==> config.mk <==
export PLATFORM = sky130hd
export DESIGN_NAME = sprite_pixel_expander
export DESIGN_NICKNAME = d
export VERILOG_FILES = /design/src/hdl/spe_pkg.sv /design/src/hdl/spe_front.sv /design/src/hdl/spe_fifo.sv /design/src/hdl/spe_back.sv /design/src/hdl/sprite_pixel_expander.sv
export SDC_FILE = /design/constraint.sdc
export NUM_CORES = 1
export LEC_CHECK = 0
export ABC_AREA = 1
export BUFFER_PORTS_ARGS = -buffer_cell sky130_fd_sc_hd__clkbuf_2
export CORE_MARGIN = 4
export CORE_UTILIZATION = 50
export DETAILED_ROUTE_END_ITERATION = 10
export PLACE_DENSITY_LB_ADDON = 0.12
export SLEW_MARGIN = 20
export SYNTH_ARGS = -nofsm -noshare
export SYNTH_HDL_FRONTEND = slang
export SYNTH_SLANG_ARGS = --single-unit
==> constraint.sdc <==
create_clock -name clock -period 4.1 [get_ports clock]
set_clock_uncertainty 0.1 [all_clocks]
set_input_delay 0.205 -clock clock [delete_from_list [all_inputs] [get_ports clock]]
set_output_delay 0.205 -clock clock [all_outputs]
set_load 0.01 [all_outputs]
==> src/hdl/spe_pkg.sv <==
// Shared types and constants of the sprite pixel expander.
// No dependencies.
`default_nettype none
package spe_pkg;

   localparam int SPRITE_ROWS_DEF   = 21;
   localparam int BYTES_PER_ROW_DEF = 3;

   localparam int CSR_IDX_W  = 3;
   localparam int CSR_DATA_W = 4;

   localparam logic [CSR_IDX_W-1:0] CSR_MULTICOLOR = 3'd0;
   localparam logic [CSR_IDX_W-1:0] CSR_DBL_WIDTH  = 3'd1;
   localparam logic [CSR_IDX_W-1:0] CSR_DBL_HEIGHT = 3'd2;
   localparam logic [CSR_IDX_W-1:0] CSR_SPR_COLOR  = 3'd3;
   localparam logic [CSR_IDX_W-1:0] CSR_COLOR_A    = 3'd4;
   localparam logic [CSR_IDX_W-1:0] CSR_COLOR_B    = 3'd5;

   localparam logic [3:0] COLOR_A_RST = 4'hA;
   localparam logic [3:0] COLOR_B_RST = 4'hD;
   localparam logic [7:0] COLOR_BG    = 8'hFF;

   typedef struct packed {
      logic       multicolor;
      logic       dbl_w;
      logic       dbl_h;
      logic [3:0] spr_color;
      logic [3:0] color_a;
      logic [3:0] color_b;
   } cfg_type;

   typedef struct packed {
      logic [7:0] data;
      logic [2:0] col_lo;
      logic [5:0] row_lo;
      logic       sprite_end;
   } job_type;

   typedef struct packed {
      logic [5:0] pos_x;
      logic [5:0] pos_y;
      logic [7:0] color;
      logic       foreground;
      logic       transparent;
      logic       last;
      logic       sprite_end;
   } pix_type;

endpackage
`default_nettype wire

==> src/hdl/spe_front.sv <==
// Front end: takes data bytes, tracks the byte position, tags each job.
// Depends on spe_pkg.
`default_nettype none
module spe_front #(
   parameter int SPRITE_ROWS   = 21,
   parameter int BYTES_PER_ROW = 3
) (
   input  wire logic            clock,
   input  wire logic            reset,
   input  wire logic            push,
   input  wire logic [7:0]      data_byte,
   input  wire logic            sprite_start,
   output spe_pkg::job_type     job
);
   import spe_pkg::*;

   localparam int RW = (SPRITE_ROWS > 1) ? $clog2(SPRITE_ROWS) : 1;
   localparam int CW = (BYTES_PER_ROW > 1) ? $clog2(BYTES_PER_ROW) : 1;
   localparam logic [RW-1:0] ROW_LAST = RW'(SPRITE_ROWS - 1);
   localparam logic [CW-1:0] COL_LAST = CW'(BYTES_PER_ROW - 1);

   logic [RW-1:0] row_ff, row_in, row_cur;
   logic [CW-1:0] col_ff, col_in, col_cur;
   logic [RW+5:0] row_ext;
   logic [CW+2:0] col_ext;
   logic          row_end, col_end;

   always_comb begin
      row_cur = sprite_start ? '0 : row_ff;
      col_cur = sprite_start ? '0 : col_ff;
      row_end = (row_cur == ROW_LAST);
      col_end = (col_cur == COL_LAST);
      row_in  = row_ff;
      col_in  = col_ff;
      if (push) begin
         if (col_end) begin
            col_in = '0;
            row_in = row_end ? '0 : row_cur + 1'b1;
         end else begin
            col_in = col_cur + 1'b1;
            row_in = row_cur;
         end
      end
      row_ext        = {6'b0, row_cur};
      col_ext        = {3'b0, col_cur};
      job.data       = data_byte;
      job.col_lo     = col_ext[2:0];
      job.row_lo     = row_ext[5:0];
      job.sprite_end = row_end && col_end;
   end

   always_ff @(posedge clock) begin
      if (reset) begin
         row_ff <= '0;
         col_ff <= '0;
      end else begin
         row_ff <= row_in;
         col_ff <= col_in;
      end
   end

endmodule
`default_nettype wire

==> src/hdl/spe_fifo.sv <==
// Two-entry job queue between front and back end.
// Depends on spe_pkg.
`default_nettype none
module spe_fifo (
   input  wire logic        clock,
   input  wire logic        reset,
   input  wire logic        push,
   input  spe_pkg::job_type push_job,
   output logic             full,
   input  wire logic        pop,
   output logic             empty,
   output spe_pkg::job_type head_job
);
   import spe_pkg::*;

   job_type    mem_ff [2];
   logic       wr_ptr_ff, wr_ptr_in;
   logic       rd_ptr_ff, rd_ptr_in;
   logic [1:0] count_ff, count_in;

   always_comb begin
      full      = (count_ff == 2'd2);
      empty     = (count_ff == 2'd0);
      head_job  = mem_ff[rd_ptr_ff];
      wr_ptr_in = wr_ptr_ff ^ push;
      rd_ptr_in = rd_ptr_ff ^ pop;
      count_in  = count_ff + {1'b0, push} - {1'b0, pop};
   end

   always_ff @(posedge clock) begin
      if (push) begin
         mem_ff[wr_ptr_ff] <= push_job;
      end
   end

   always_ff @(posedge clock) begin
      if (reset) begin
         wr_ptr_ff <= 1'b0;
         rd_ptr_ff <= 1'b0;
         count_ff  <= 2'd0;
      end else begin
         wr_ptr_ff <= wr_ptr_in;
         rd_ptr_ff <= rd_ptr_in;
         count_ff  <= count_in;
      end
   end

endmodule
`default_nettype wire

==> src/hdl/spe_back.sv <==
// Back end: steps through the pixel writes of one job, one per cycle unless
// the result stage is held, into a registered result stage. Depends on spe_pkg.
`default_nettype none
module spe_back (
   input  wire logic        clock,
   input  wire logic        reset,
   input  spe_pkg::cfg_type cfg,
   input  wire logic        job_valid,
   input  spe_pkg::job_type job,
   output logic             job_done,
   output logic             out_valid,
   input  wire logic        out_pop,
   output spe_pkg::pix_type out_pix
);
   import spe_pkg::*;

   logic [2:0] px_ff, px_in;
   logic       dy_ff, dy_in, dx_ff, dx_in;
   logic       valid_ff, valid_in;
   pix_type    pix_ff, pix_in;
   logic       advance, dx_wrap, dy_wrap, is_last;
   logic [7:0] shifted;
   logic [5:0] x_sum;
   logic [1:0] pair;

   always_comb begin
      advance = job_valid && (!valid_ff || out_pop);
      dx_wrap = !cfg.dbl_w || dx_ff;
      dy_wrap = !cfg.dbl_h || dy_ff;
      is_last = dx_wrap && dy_wrap && (px_ff == 3'd7);
      job_done = advance && is_last;

      px_in = px_ff;
      dy_in = dy_ff;
      dx_in = dx_ff;
      if (advance) begin
         if (!dx_wrap) begin
            dx_in = 1'b1;
         end else begin
            dx_in = 1'b0;
            if (!cfg.multicolor) begin
               if (!dy_wrap) begin
                  dy_in = 1'b1;
               end else begin
                  dy_in = 1'b0;
                  px_in = px_ff + 3'd1;
               end
            end else if (!px_ff[0]) begin
               px_in[0] = 1'b1;
            end else begin
               px_in[0] = 1'b0;
               if (!dy_wrap) begin
                  dy_in = 1'b1;
               end else begin
                  dy_in      = 1'b0;
                  px_in[2:1] = px_ff[2:1] + 2'd1;
               end
            end
         end
      end

      shifted = job.data << (cfg.multicolor ? {px_ff[2:1], 1'b0} : px_ff);
      pair    = shifted[7:6];
      x_sum   = {job.col_lo, px_ff};

      pix_in.pos_x      = cfg.dbl_w ? {x_sum[4:0], dx_ff} : x_sum;
      pix_in.pos_y      = cfg.dbl_h ? {job.row_lo[4:0], dy_ff} : job.row_lo;
      pix_in.last       = is_last;
      pix_in.sprite_end = is_last && job.sprite_end;
      pix_in.color       = COLOR_BG;
      pix_in.foreground  = 1'b0;
      pix_in.transparent = 1'b0;
      if (cfg.multicolor) begin
         case (pair)
            2'b00: begin
               pix_in.color       = 8'd0;
               pix_in.transparent = 1'b1;
            end
            2'b01: pix_in.color = {4'd0, cfg.color_a};
            2'b10: begin
               pix_in.color      = {4'd0, cfg.spr_color};
               pix_in.foreground = 1'b1;
            end
            2'b11: begin
               pix_in.color      = {4'd0, cfg.color_b};
               pix_in.foreground = 1'b1;
            end
            default: pix_in.color = 8'd0;
         endcase
      end else if (shifted[7]) begin
         pix_in.color      = {4'd0, cfg.spr_color};
         pix_in.foreground = 1'b1;
      end

      valid_in  = advance ? 1'b1 : (out_pop ? 1'b0 : valid_ff);
      out_valid = valid_ff;
      out_pix   = pix_ff;
   end

   always_ff @(posedge clock) begin
      if (advance) begin
         pix_ff <= pix_in;
      end
   end

   always_ff @(posedge clock) begin
      if (reset) begin
         px_ff    <= 3'd0;
         dy_ff    <= 1'b0;
         dx_ff    <= 1'b0;
         valid_ff <= 1'b0;
      end else begin
         px_ff    <= px_in;
         dy_ff    <= dy_in;
         dx_ff    <= dx_in;
         valid_ff <= valid_in;
      end
   end

endmodule
`default_nettype wire

==> src/hdl/sprite_pixel_expander.sv <==
// Sprite pixel expander top level: control registers, front end, job queue
// and back end. Depends on spe_pkg, spe_front, spe_fifo, spe_back.
//
// Usage:
//  - Input queue: drive req_data_byte and req_sprite_start with req_push; a
//    beat is taken at an edge with req_push high and req_full low. Bytes
//    arrive row by row; req_sprite_start marks byte 0 of a sprite.
//  - Result queue: while rsp_empty is low the oldest pixel write is on the
//    rsp_ ports; it is taken at an edge with rsp_pop high.
//  - Control registers: csr_index/csr_wdata with csr_valid; csr_ready is
//    always high. Write them only while no write is pending.
//  - Each byte gives 8, 16 or 32 writes (single/double width and height).
//    The back end issues one write per cycle while its result is not held;
//    a two-beat queue lets the next bytes be taken meanwhile.
//  - The first write of a byte passes the job queue and then the registered
//    result stage before it shows on the rsp_ ports.
//  - A stalled result holds the back end; the queue then fills and raises
//    req_full. Reset empties both queues, zeroes the byte position and
//    loads the register reset values.
`default_nettype none
module sprite_pixel_expander #(
   parameter int SPRITE_ROWS   = spe_pkg::SPRITE_ROWS_DEF,
   parameter int BYTES_PER_ROW = spe_pkg::BYTES_PER_ROW_DEF
) (
   input  wire logic                          clock,
   input  wire logic                          reset,
   input  wire logic                          req_push,
   output logic                               req_full,
   input  wire logic [7:0]                    req_data_byte,
   input  wire logic                          req_sprite_start,
   output logic                               rsp_empty,
   input  wire logic                          rsp_pop,
   output logic [5:0]                         rsp_pos_x,
   output logic [5:0]                         rsp_pos_y,
   output logic [7:0]                         rsp_color,
   output logic                               rsp_foreground,
   output logic                               rsp_transparent,
   output logic                               rsp_last,
   output logic                               rsp_sprite_end,
   input  wire logic                          csr_valid,
   output logic                               csr_ready,
   input  wire logic [spe_pkg::CSR_IDX_W-1:0]  csr_index,
   input  wire logic [spe_pkg::CSR_DATA_W-1:0] csr_wdata
);
   import spe_pkg::*;

   cfg_type cfg_ff, cfg_in;
   job_type front_job, head_job;
   pix_type out_pix;
   logic    fifo_push, fifo_empty, job_done, out_valid;

   always_comb begin
      csr_ready = 1'b1;
      cfg_in    = cfg_ff;
      if (csr_valid) begin
         case (csr_index)
            CSR_MULTICOLOR: cfg_in.multicolor = csr_wdata[0];
            CSR_DBL_WIDTH:  cfg_in.dbl_w      = csr_wdata[0];
            CSR_DBL_HEIGHT: cfg_in.dbl_h      = csr_wdata[0];
            CSR_SPR_COLOR:  cfg_in.spr_color  = csr_wdata;
            CSR_COLOR_A:    cfg_in.color_a    = csr_wdata;
            CSR_COLOR_B:    cfg_in.color_b    = csr_wdata;
            default:        cfg_in            = cfg_ff;
         endcase
      end
   end

   always_ff @(posedge clock) begin
      if (reset) begin
         cfg_ff.multicolor <= 1'b0;
         cfg_ff.dbl_w      <= 1'b0;
         cfg_ff.dbl_h      <= 1'b0;
         cfg_ff.spr_color  <= 4'd0;
         cfg_ff.color_a    <= COLOR_A_RST;
         cfg_ff.color_b    <= COLOR_B_RST;
      end else begin
         cfg_ff <= cfg_in;
      end
   end

   assign fifo_push = req_push && !req_full;

   spe_front #(
      .SPRITE_ROWS   (SPRITE_ROWS),
      .BYTES_PER_ROW (BYTES_PER_ROW)
   ) u_front (
      .clock        (clock),
      .reset        (reset),
      .push         (fifo_push),
      .data_byte    (req_data_byte),
      .sprite_start (req_sprite_start),
      .job          (front_job)
   );

   spe_fifo u_fifo (
      .clock    (clock),
      .reset    (reset),
      .push     (fifo_push),
      .push_job (front_job),
      .full     (req_full),
      .pop      (job_done),
      .empty    (fifo_empty),
      .head_job (head_job)
   );

   spe_back u_back (
      .clock     (clock),
      .reset     (reset),
      .cfg       (cfg_ff),
      .job_valid (!fifo_empty),
      .job       (head_job),
      .job_done  (job_done),
      .out_valid (out_valid),
      .out_pop   (rsp_pop),
      .out_pix   (out_pix)
   );

   assign rsp_empty       = !out_valid;
   assign rsp_pos_x       = out_pix.pos_x;
   assign rsp_pos_y       = out_pix.pos_y;
   assign rsp_color       = out_pix.color;
   assign rsp_foreground  = out_pix.foreground;
   assign rsp_transparent = out_pix.transparent;
   assign rsp_last        = out_pix.last;
   assign rsp_sprite_end  = out_pix.sprite_end;

endmodule
`default_nettype wire

==> results of run 1 <==
-- cell type report --
type,instances,area (um2),area share (%)
flip-flops and latches,85,2232,50.00
multi-input cells,263,1326,29.71
repair buffers,56,327.8,7.343
inverters,62,232.7,5.213
clock buffers,9,123.9,2.775
well taps,99,123.9,2.775
clock inverters,7,97.59,2.186
-- flip-flops by register name, indices dropped and copies added (netlist names) --
name	flops
u_back.out_pix	21
u_fifo.wr_ptr_ff	1
u_fifo.count_ff	2
u_front.col_ff	2
u_front.row_ff	5
u_back.out_valid	1
u_back.px_ff	3
cfg_ff	15
u_fifo.mem_ff	32
u_fifo.rd_ptr_ff	1
u_back.dx_ff	1
u_back.dy_ff	1
-- per-layer routing --
metal	share of wire (%)	vias to the layer above	global-route usage [%]
li1	-	1507	-
met1	47	1388	25.57
met2	46	76	29.27
met3	4.5	18	3.753
met4	2.6	0	8.649
met5	0	-	0
-- metrics by stage --
| stage | power, mW | setup WS [ns] | cells |
|---|---|---|---|
| finish | 2.090 | 1.579 | 581 |
| global route | 2.208 | 1.315 | 581 |
| CTS | 2.102 | 1.584 | 581 |
| detailed placement | 1.447 | 1.606 | 556 |
| global placement | 1.441 | 1.572 | 556 |
| floorplan | 1.332 | 1.969 | 424 |
-- worst max-delay path by stage --
stage,cells after the start,slack (ns),startpoint,to
final,12,1.58,u_back.px_ff[1],u_fifo.count_ff[1]
after global routing,12,1.32,u_back.px_ff[1],u_fifo.count_ff[1]
after detailed placement,12,1.61,u_back.px_ff[1],u_fifo.count_ff[1]
after CTS,12,1.58,u_back.px_ff[1],u_fifo.count_ff[1]
after global placement,12,1.57,u_back.px_ff[1],u_fifo.count_ff[1]
after floorplan,12,1.97,u_back.px_ff[0],u_fifo.count_ff[1]
-- worst min-delay path, stage by stage --
cell and delay [ns]:
clkbuf_2 0.11, nand2_1 0.06, nand3_1 0.06
-- where the power goes --
| group | switching [mW] | total (mW) | internal (mW) |
|---|---|---|---|
| Combinational | 0.249 | 0.378 | 0.129 |
| Clock | 0.312 | 0.657 | 0.345 |
| Sequential | 0.0423 | 1.05 | 1.01 |
-- Yosys cell counts, types with 4 or more instances --
cell	number	area share, %
buf_4	4	0.77
mux2i_1	8	2.1
ha_1	8	2.6
nand3_1	37	4.8
a21oi_1	19	2.4
inv_2	4	0.39
dfxtp_1	32	16
nand2_2	6	0.97
o21ai_0	27	3.5
edfxtp_1	53	41
nor3_1	4	0.52
nand3b_1	4	0.77
nand2_1	70	6.8
nor2_1	57	5.5
inv_1	58	5.6
-- cell families (layout without fill, tap and decap cells) --
group	Yosys count	in the layout	synth area share, %
AO/OA/AOI/OAI	57	57	7.923
AND/OR/NAND/NOR	188	188	21.26
other	1	1	0.09653
flip-flops	85	85	57.46
buffers and inverters	76	134	8.405
XOR/XNOR	1	1	0.2255
multiplexers	8	8	2.061
adder cells (fa/ha/maj)	8	8	2.577
-- what timing repair did --
action / 4_1_cts / 5_1_grt
hold buffers: 9 / 0
setup buffers: 0 / 0
endpoints found under the hold margin: 18 / 0
==> summary.txt, run 1 <==
Detailed routing
  – Vias per cell: 5.145
  – Vias post-DR: 2989
  – Initial DRT Pass Iterations: 4
  – Drt wl/cell: ~14 um
  – Number of DRC markers in iteration 0: 173
  – DRT Wirelength: 7.854 mm
  – Antenna viol nets, final: 0
  – Remaining DRCs: 0

Critical path
  – Max stage delay on crit path: 0.50 ns
  – Reg-to-Reg Start: u_back.px_ff[1]
  – Reg2reg path depth: 12
  – Critical Path End Type: flip-flop
  – R2R Path End: u_fifo.count_ff[1]
  – Setup CP Type: reg2reg
  – Critical Path RT: about 4.3 ns
  – Dominant delay contributor by cell family on the critical path: adder cells
  – Critical path data arrival time: 2.71 ns
  – Flop2flop setup slack: 1.58 ns
  – Crit path max-delay cell type: dfxtp_1
  – Max Fanout on Critical Path: 8
  – Crit-path cells: ha_1 > ha_1 > inv_1 > nor3_1 > inv_2 > nor2_1 > ha_1 > inv_1 > ha_1 > xor2_1 > o21ai_0 > a21oi_1
  – CP startpoint kind: flip-flop
  – Most frequent CP cell: ha_1
  – WP buf/inv: 3

Global routing
  – First-pass GRT wire length: 13.13 mm
  – Gr ovfl total: 0
  – Overall routing resource usage: 18.91%
  – Largest net degree at the start of global routing: 23
  – Initial antenna violation count: 0
  – Vias in the first global route: 2794

STA
  – Final period util: 61.49%
  – Final TNS setup: 0 ns
  – Pins Over Slew Limit: 0
  – WHS: 0.007506 ns
  – Min Clock Period, post-route: 2.521 ns
  – Max frequency: 0.3967 GHz
  – Max-slew headroom at the worst pin: 40.90%
  – Endpoints failing setup: 0
  – Worst Max-Slew Pin Slew: 0.8855 ns
  – RSZ-0062 raised after global routing: no
  – Final hold viol count: 0

Layout
  – NumNets Final: roughly 510
  – Share of cells above drive strength 1: 16.80%
  – Commonest non-fill, non-tap cell in the layout: nand2_1
  – Fillers: 660
  – Share of the core filled with cells: 60.26%
  – Cell area after layout: 4464 um2
  – Area Overhead vs Synth: 14.91%
  – Ant diodes: 0
  – Leading cell types in the layout, fill and taps excluded: 70 x nand2_1, 58 x inv_1, 57 x nor2_1, 53 x edfxtp_1, 46 x clkbuf_2

Die
  – Core Footprint: 7408 um2
  – Initial core utilization: 52.44%
  – Chip width: 96.15 um
  – Num rows: 31
  – I/O pin total: 48
  – Die Ht: 96.15 um
  – Die area: slightly above 9000 um2

Flow run
  – Max Cap Viol: 0

Synth
  – Post-synth net total: between 400 and 500
  – Netlist cell types: 37
  – Yosys reg bits: 85
  – Synth warn: 0
  – Sequential area share after synthesis: roughly 57%
  – Post-Synthesis Cell Area: 3885 um2
  – Syn Inst Count: approximately 420
  – Fraction of registers with async set/reset: 0%
  – Synth Flop Type: edfxtp_1
  – Syn Area/Cell: 9.163 um2
  – EDFF count, synth: 53

Worst hold path
  – Worst Hold Class: in2reg
  – WHS Endpoint: cfg_ff[2]
  – Hold depth: 3
  – HP Start: csr_wdata[2]

Clock network
  – CTS buffer count: 9
  – CTS Sinks: 85
  – CTS resizes: 0
  – CTS H-Tree Depth: 3
  – CTS tree: yes
  – Clk slew on worst S/H paths: 0.09 ns
  – Clock Path Buffers: 2
  – CTS root buffer: clkbuf_8
  – Later-pin clock latency in the skew report: 0.36 ns

Power
  – LEAKAGE: 1.942 nW
  – VDD IR-drop max: approximately 190 uV
  – PD cells: 468.2 nW/um2

Placement
  – Post-DP HPWL: ~5.7 mm
  – Gp weighted congestion: 0.8401
  – Port Buf Inserts: 46
  – Placed inst area: 4153 um2

Status
  – Status: complete, no violations
No activity file was read; power rests on OpenSTA's default activity.
==> inputs of run 2 (changes only) <==
- ABC_AREA: 1 -> 0
- clock period: 4.1 -> 2.3 ns (I/O delays scaled with it)
==> summary.txt, run 2 <==
Worst hold path
  – HP Start: csr_index[2]
  – Worst Hold Class: in2reg
  – WHS Endpoint: cfg_ff[13]
  – Hold depth: 4 (+1)

Global routing
  – Initial antenna violation count: 0 (unchanged)
  – Grt met3 use: 3.157% (-0.60 points)
  – Overall routing resource usage: 16.82% (-2.1 points)
  – GRT busiest layer: met2
  – First-pass GRT wire length: 11.47 mm (-13%)
  – Met1 Use GR: 22.16% (-3.4 points)
  – M2 GR Usage: 26.76% (-2.5 points)
  – Largest net degree at the start of global routing: 30 (+30%)
  – Vias in the first global route: 2420 (-13%)
  – Gr ovfl total: 0 (unchanged)

Synth
  – Post-Synthesis Cell Area: 3816 um2 (-1.8%)
  – Leading post-synthesis cells by cell area: edfxtp_1 42%, dfxtp_1 17%, mux2i_1 5.2%
  – Sequential area share after synthesis: 58.49% (+1.0 points)
  – Share of the synthesized area in the top cell type: 41.70% (+0.74 points)
  – Syn Area/Cell: 11.89 um2 (+30%)
  – Post-synth net total: 350 (-23%)
  – EDFF count, synth: 53 (unchanged)
  – Dominant cell type by area after synthesis: edfxtp_1
  – Syn Inst Count: 321 (-24%)
  – Synth Flop Type: edfxtp_1
  – Top cells by count, synth: 53 x edfxtp_1, 39 x nor2_1, 32 x dfxtp_1, 21 x nand2_1, 20 x mux2i_1
  – Yosys reg bits: 85 (unchanged)
  – Synth warn: 0 (unchanged)
  – Fraction of registers with async set/reset: 0% (unchanged)
  – Netlist cell types: 47 (+27%)
  – Top-count cell post-synth: edfxtp_1

STA
  – Worst Max-Slew Pin Slew: 0.6409 ns (-0.2446 ns)
  – Max-slew headroom at the worst pin: 57.27% (+16 points)
  – RSZ-0062 raised after global routing: no
  – Final TNS setup: 0 ns (unchanged)
  – Endpoints failing setup: 0 (unchanged)
  – Pins Over Slew Limit: 0 (unchanged)
  – Min Clock Period, post-route: 2.141 ns (-0.3800 ns)
  – Max frequency: 0.4671 GHz (+18%)
  – PnR worst setup slack: 0.1591 ns (-1.420 ns)
  – Final hold viol count: 0 (unchanged)
  – Final period util: 93.08% (+32 points)

Die
  – Die area: 9094 um2 (-1.6%)
  – Initial core utilization: 52.06% (-0.38 points)
  – Chip width: 95.37 um (-0.81%)
  – Num rows: 31 (unchanged)
  – Core Footprint: 7331 um2 (-1.0%)
  – Die Ht: 95.37 um (-0.81%)
  – I/O pin total: 48 (unchanged)

Layout
  – Cell area after layout: 4534 um2 (+1.6%)
  – Share of the core filled with cells: 61.85% (+1.6 points)
  – Commonest non-fill, non-tap cell in the layout: edfxtp_1
  – Max FFs per register: 32 (unchanged)
  – Area Overhead vs Synth: 18.82%
  – Leading cell types in the layout, fill and taps excluded: 53 x edfxtp_1, 46 x clkbuf_2, 38 x nor2_1, 31 x dfxtp_1, 21 x nand2_1
  – Most flops, register: u_fifo.mem_ff
  – Share of cells above drive strength 1: 21.97% (+5.2 points)
  – Final Instance Count excl. Fillers: 495 (-15%)
  – Ant diodes: 0 (unchanged)
  – NumNets Final: 420 (-17%)

Clock network
  – Post-CTS setup buffers: 0 (unchanged)
  – CTS buffer count: 9 (unchanged)
  – CTS Sinks: 85 (unchanged)
  – Clk slew on worst S/H paths: 0.08 ns (about the same)
  – CTS H-Tree Depth: 3 (unchanged)
  – Later-pin clock latency in the skew report: 0.35 ns (about the same)
  – CTS tree: yes
  – Clock Path Buffers: 2 (unchanged)
  – CTS root buffer: clkbuf_8

Critical path
  – Critical path data arrival time: 2.26 ns (-0.45 ns)
  – Max Fanout on Critical Path: 5 (-3)
  – R2R Path End: u_fifo.count_ff[1]
  – Setup CP Type: reg2reg
  – Reg2reg path depth: 10 (-2)
  – Critical Path End Type: flip-flop
  – Reg-to-Reg Start: u_back.px_ff[0]
  – Critical Path RT: 2.42 ns (-1.87 ns)
  – CP startpoint kind: flip-flop
  – Flop2flop setup slack: 0.16 ns (-1.42 ns)

Detailed routing
  – Drt wl/cell: 14.46 um (+7.0%)
  – DRT Wirelength: 7.159 mm (-8.8%)
  – Remaining DRCs: 0 (unchanged)
  – Initial DRT Pass Iterations: 4 (unchanged)
  – Vias post-DR: 2543 (-15%)
  – Number of DRC markers in iteration 0: 89 (-49%)
  – Antenna viol nets, final: 0 (unchanged)
  – Vias per cell: 5.137 (-0.14%)

Power
  – Sw Share: 26.41% (-2.4 points)
  – Pint: 2.548 mW (+71%)
  – Clock power frac: 29.1% (-2.3 points)
  – PD cells: 763.7 nW/um2 (+63%)
  – Sequential Power Share: 53.1% (+2.6 points)
  – Net Switching: 0.9144 mW (+52%)
  – LEAKAGE: 1.788 nW (-7.9%)
  – Gate power share: 17.8% (-0.3 points)
  – VDD IR-drop max: 326.2 uV (+71%)

Placement
  – Pre-CTS setup slack: 0.01059 ns (-1.595 ns)
  – Placed inst area: 4214 um2 (+1.5%)
  – Port Buf Inserts: 46 (unchanged)
  – Placed Cells: 467 (-16%)
  – Gp weighted congestion: 0.8198 (-2.4%)
  – Post-DP HPWL: 5.239 mm (-8.0%)

Flow run
  – Max Cap Viol: 0 (unchanged)

Status
  – Status: complete, no violations
-- run 2: cell types whose count changed in the layout (fill, tap and decap cells not counted), sizes merged, moves of 20 or more --
cell	previous run	this run
nand3	38	4
o21ai	30	9
inv	63	20
nand2	78	21
nor2	59	39
-- run 2: how the worst max path moves through the flow --
stage,from,endpoint,depth (start not counted)
floorplan,u_back.px_ff[0],u_fifo.count_ff[1],10
global placement,u_fifo.rd_ptr_ff,u_back.out_pix[5],6
detailed placement,u_back.px_ff[0],u_fifo.count_ff[1],10
CTS,u_back.px_ff[0],u_fifo.count_ff[1],10
global route,u_back.px_ff[0],u_fifo.count_ff[1],10
finish,u_back.px_ff[0],u_fifo.count_ff[1],10
-- run 2: per-layer routing --
metal / vias to the layer above / share of wire (%) / wire (um)
li1: 1298 / - / -
met5: - / 0 / 0
met1: 1180 / 46 / 3277
met4: 0 / 1.8 / 127
met2: 54 / 47 / 3389
met3: 11 / 5.1 / 364
-- run 2: area by class of cell --
| class | count | area, um2 |
|---|---|---|
| Fill cell | 604 | 2796 |
| Multi-Input combinational cell | 201 | 1436 |
| Sequential cell | 85 | 2233 |
| Clock inverter | 4 | 48.80 |
| Tap cell | 99 | 123.9 |
| Inverter | 21 | 81.33 |
| Clock buffer | 12 | 135.1 |
| Timing Repair Buffer | 73 | 475.5 |
-- run 2: cell families after synthesis --
group	count (synthesis)	share of synthesized area (%)
adder cells (fa/ha/maj)	8	2.623
XOR/XNOR	4	0.9182
other	1	0.09827
AO/OA/AOI/OAI	47	8.164
buffers and inverters	35	4.328
flip-flops	85	58.49
multiplexers	31	11.15
AND/OR/NAND/NOR	110	14.23
-- run 2: worst max-delay path: stages (launching register included) --
cell	delay, ns
dfxtp_1	0.41
ha_1	0.19
ha_1	0.14
nand2_1	0.11
nor4_4	0.21
ha_1	0.28
inv_1	0.06
ha_1	0.15
xor2_1	0.18
xnor2_1	0.13
nor2_1	0.05
-- run 2: what timing repair did --
item                                   in CTS  in global routing
endpoints found under the hold margin      27                  0
resized for setup                           0                  3
setup endpoints to repair                   0                  5
hold buffers                               12                  0
-- run 2: power by group through the flow --
stage	Sequential, mW	Combinational [mW]	Clock, mW
after detailed placement	1.87	0.605	0
after floorplan	1.90	0.373	0
after global placement	1.87	0.598	0
after CTS	1.84	0.624	1.03
final	1.84	0.618	1.01
after global routing	1.85	0.688	1.10
-- run 2: stage by stage --
step                      total power, mW  hold slack (ns)
final                               3.463          0.08652
after global routing                3.644           0.1169
after CTS                           3.495          0.07599
after detailed placement            2.479           0.2100
after global placement              2.469           0.2048
after floorplan                     2.272           0.1139
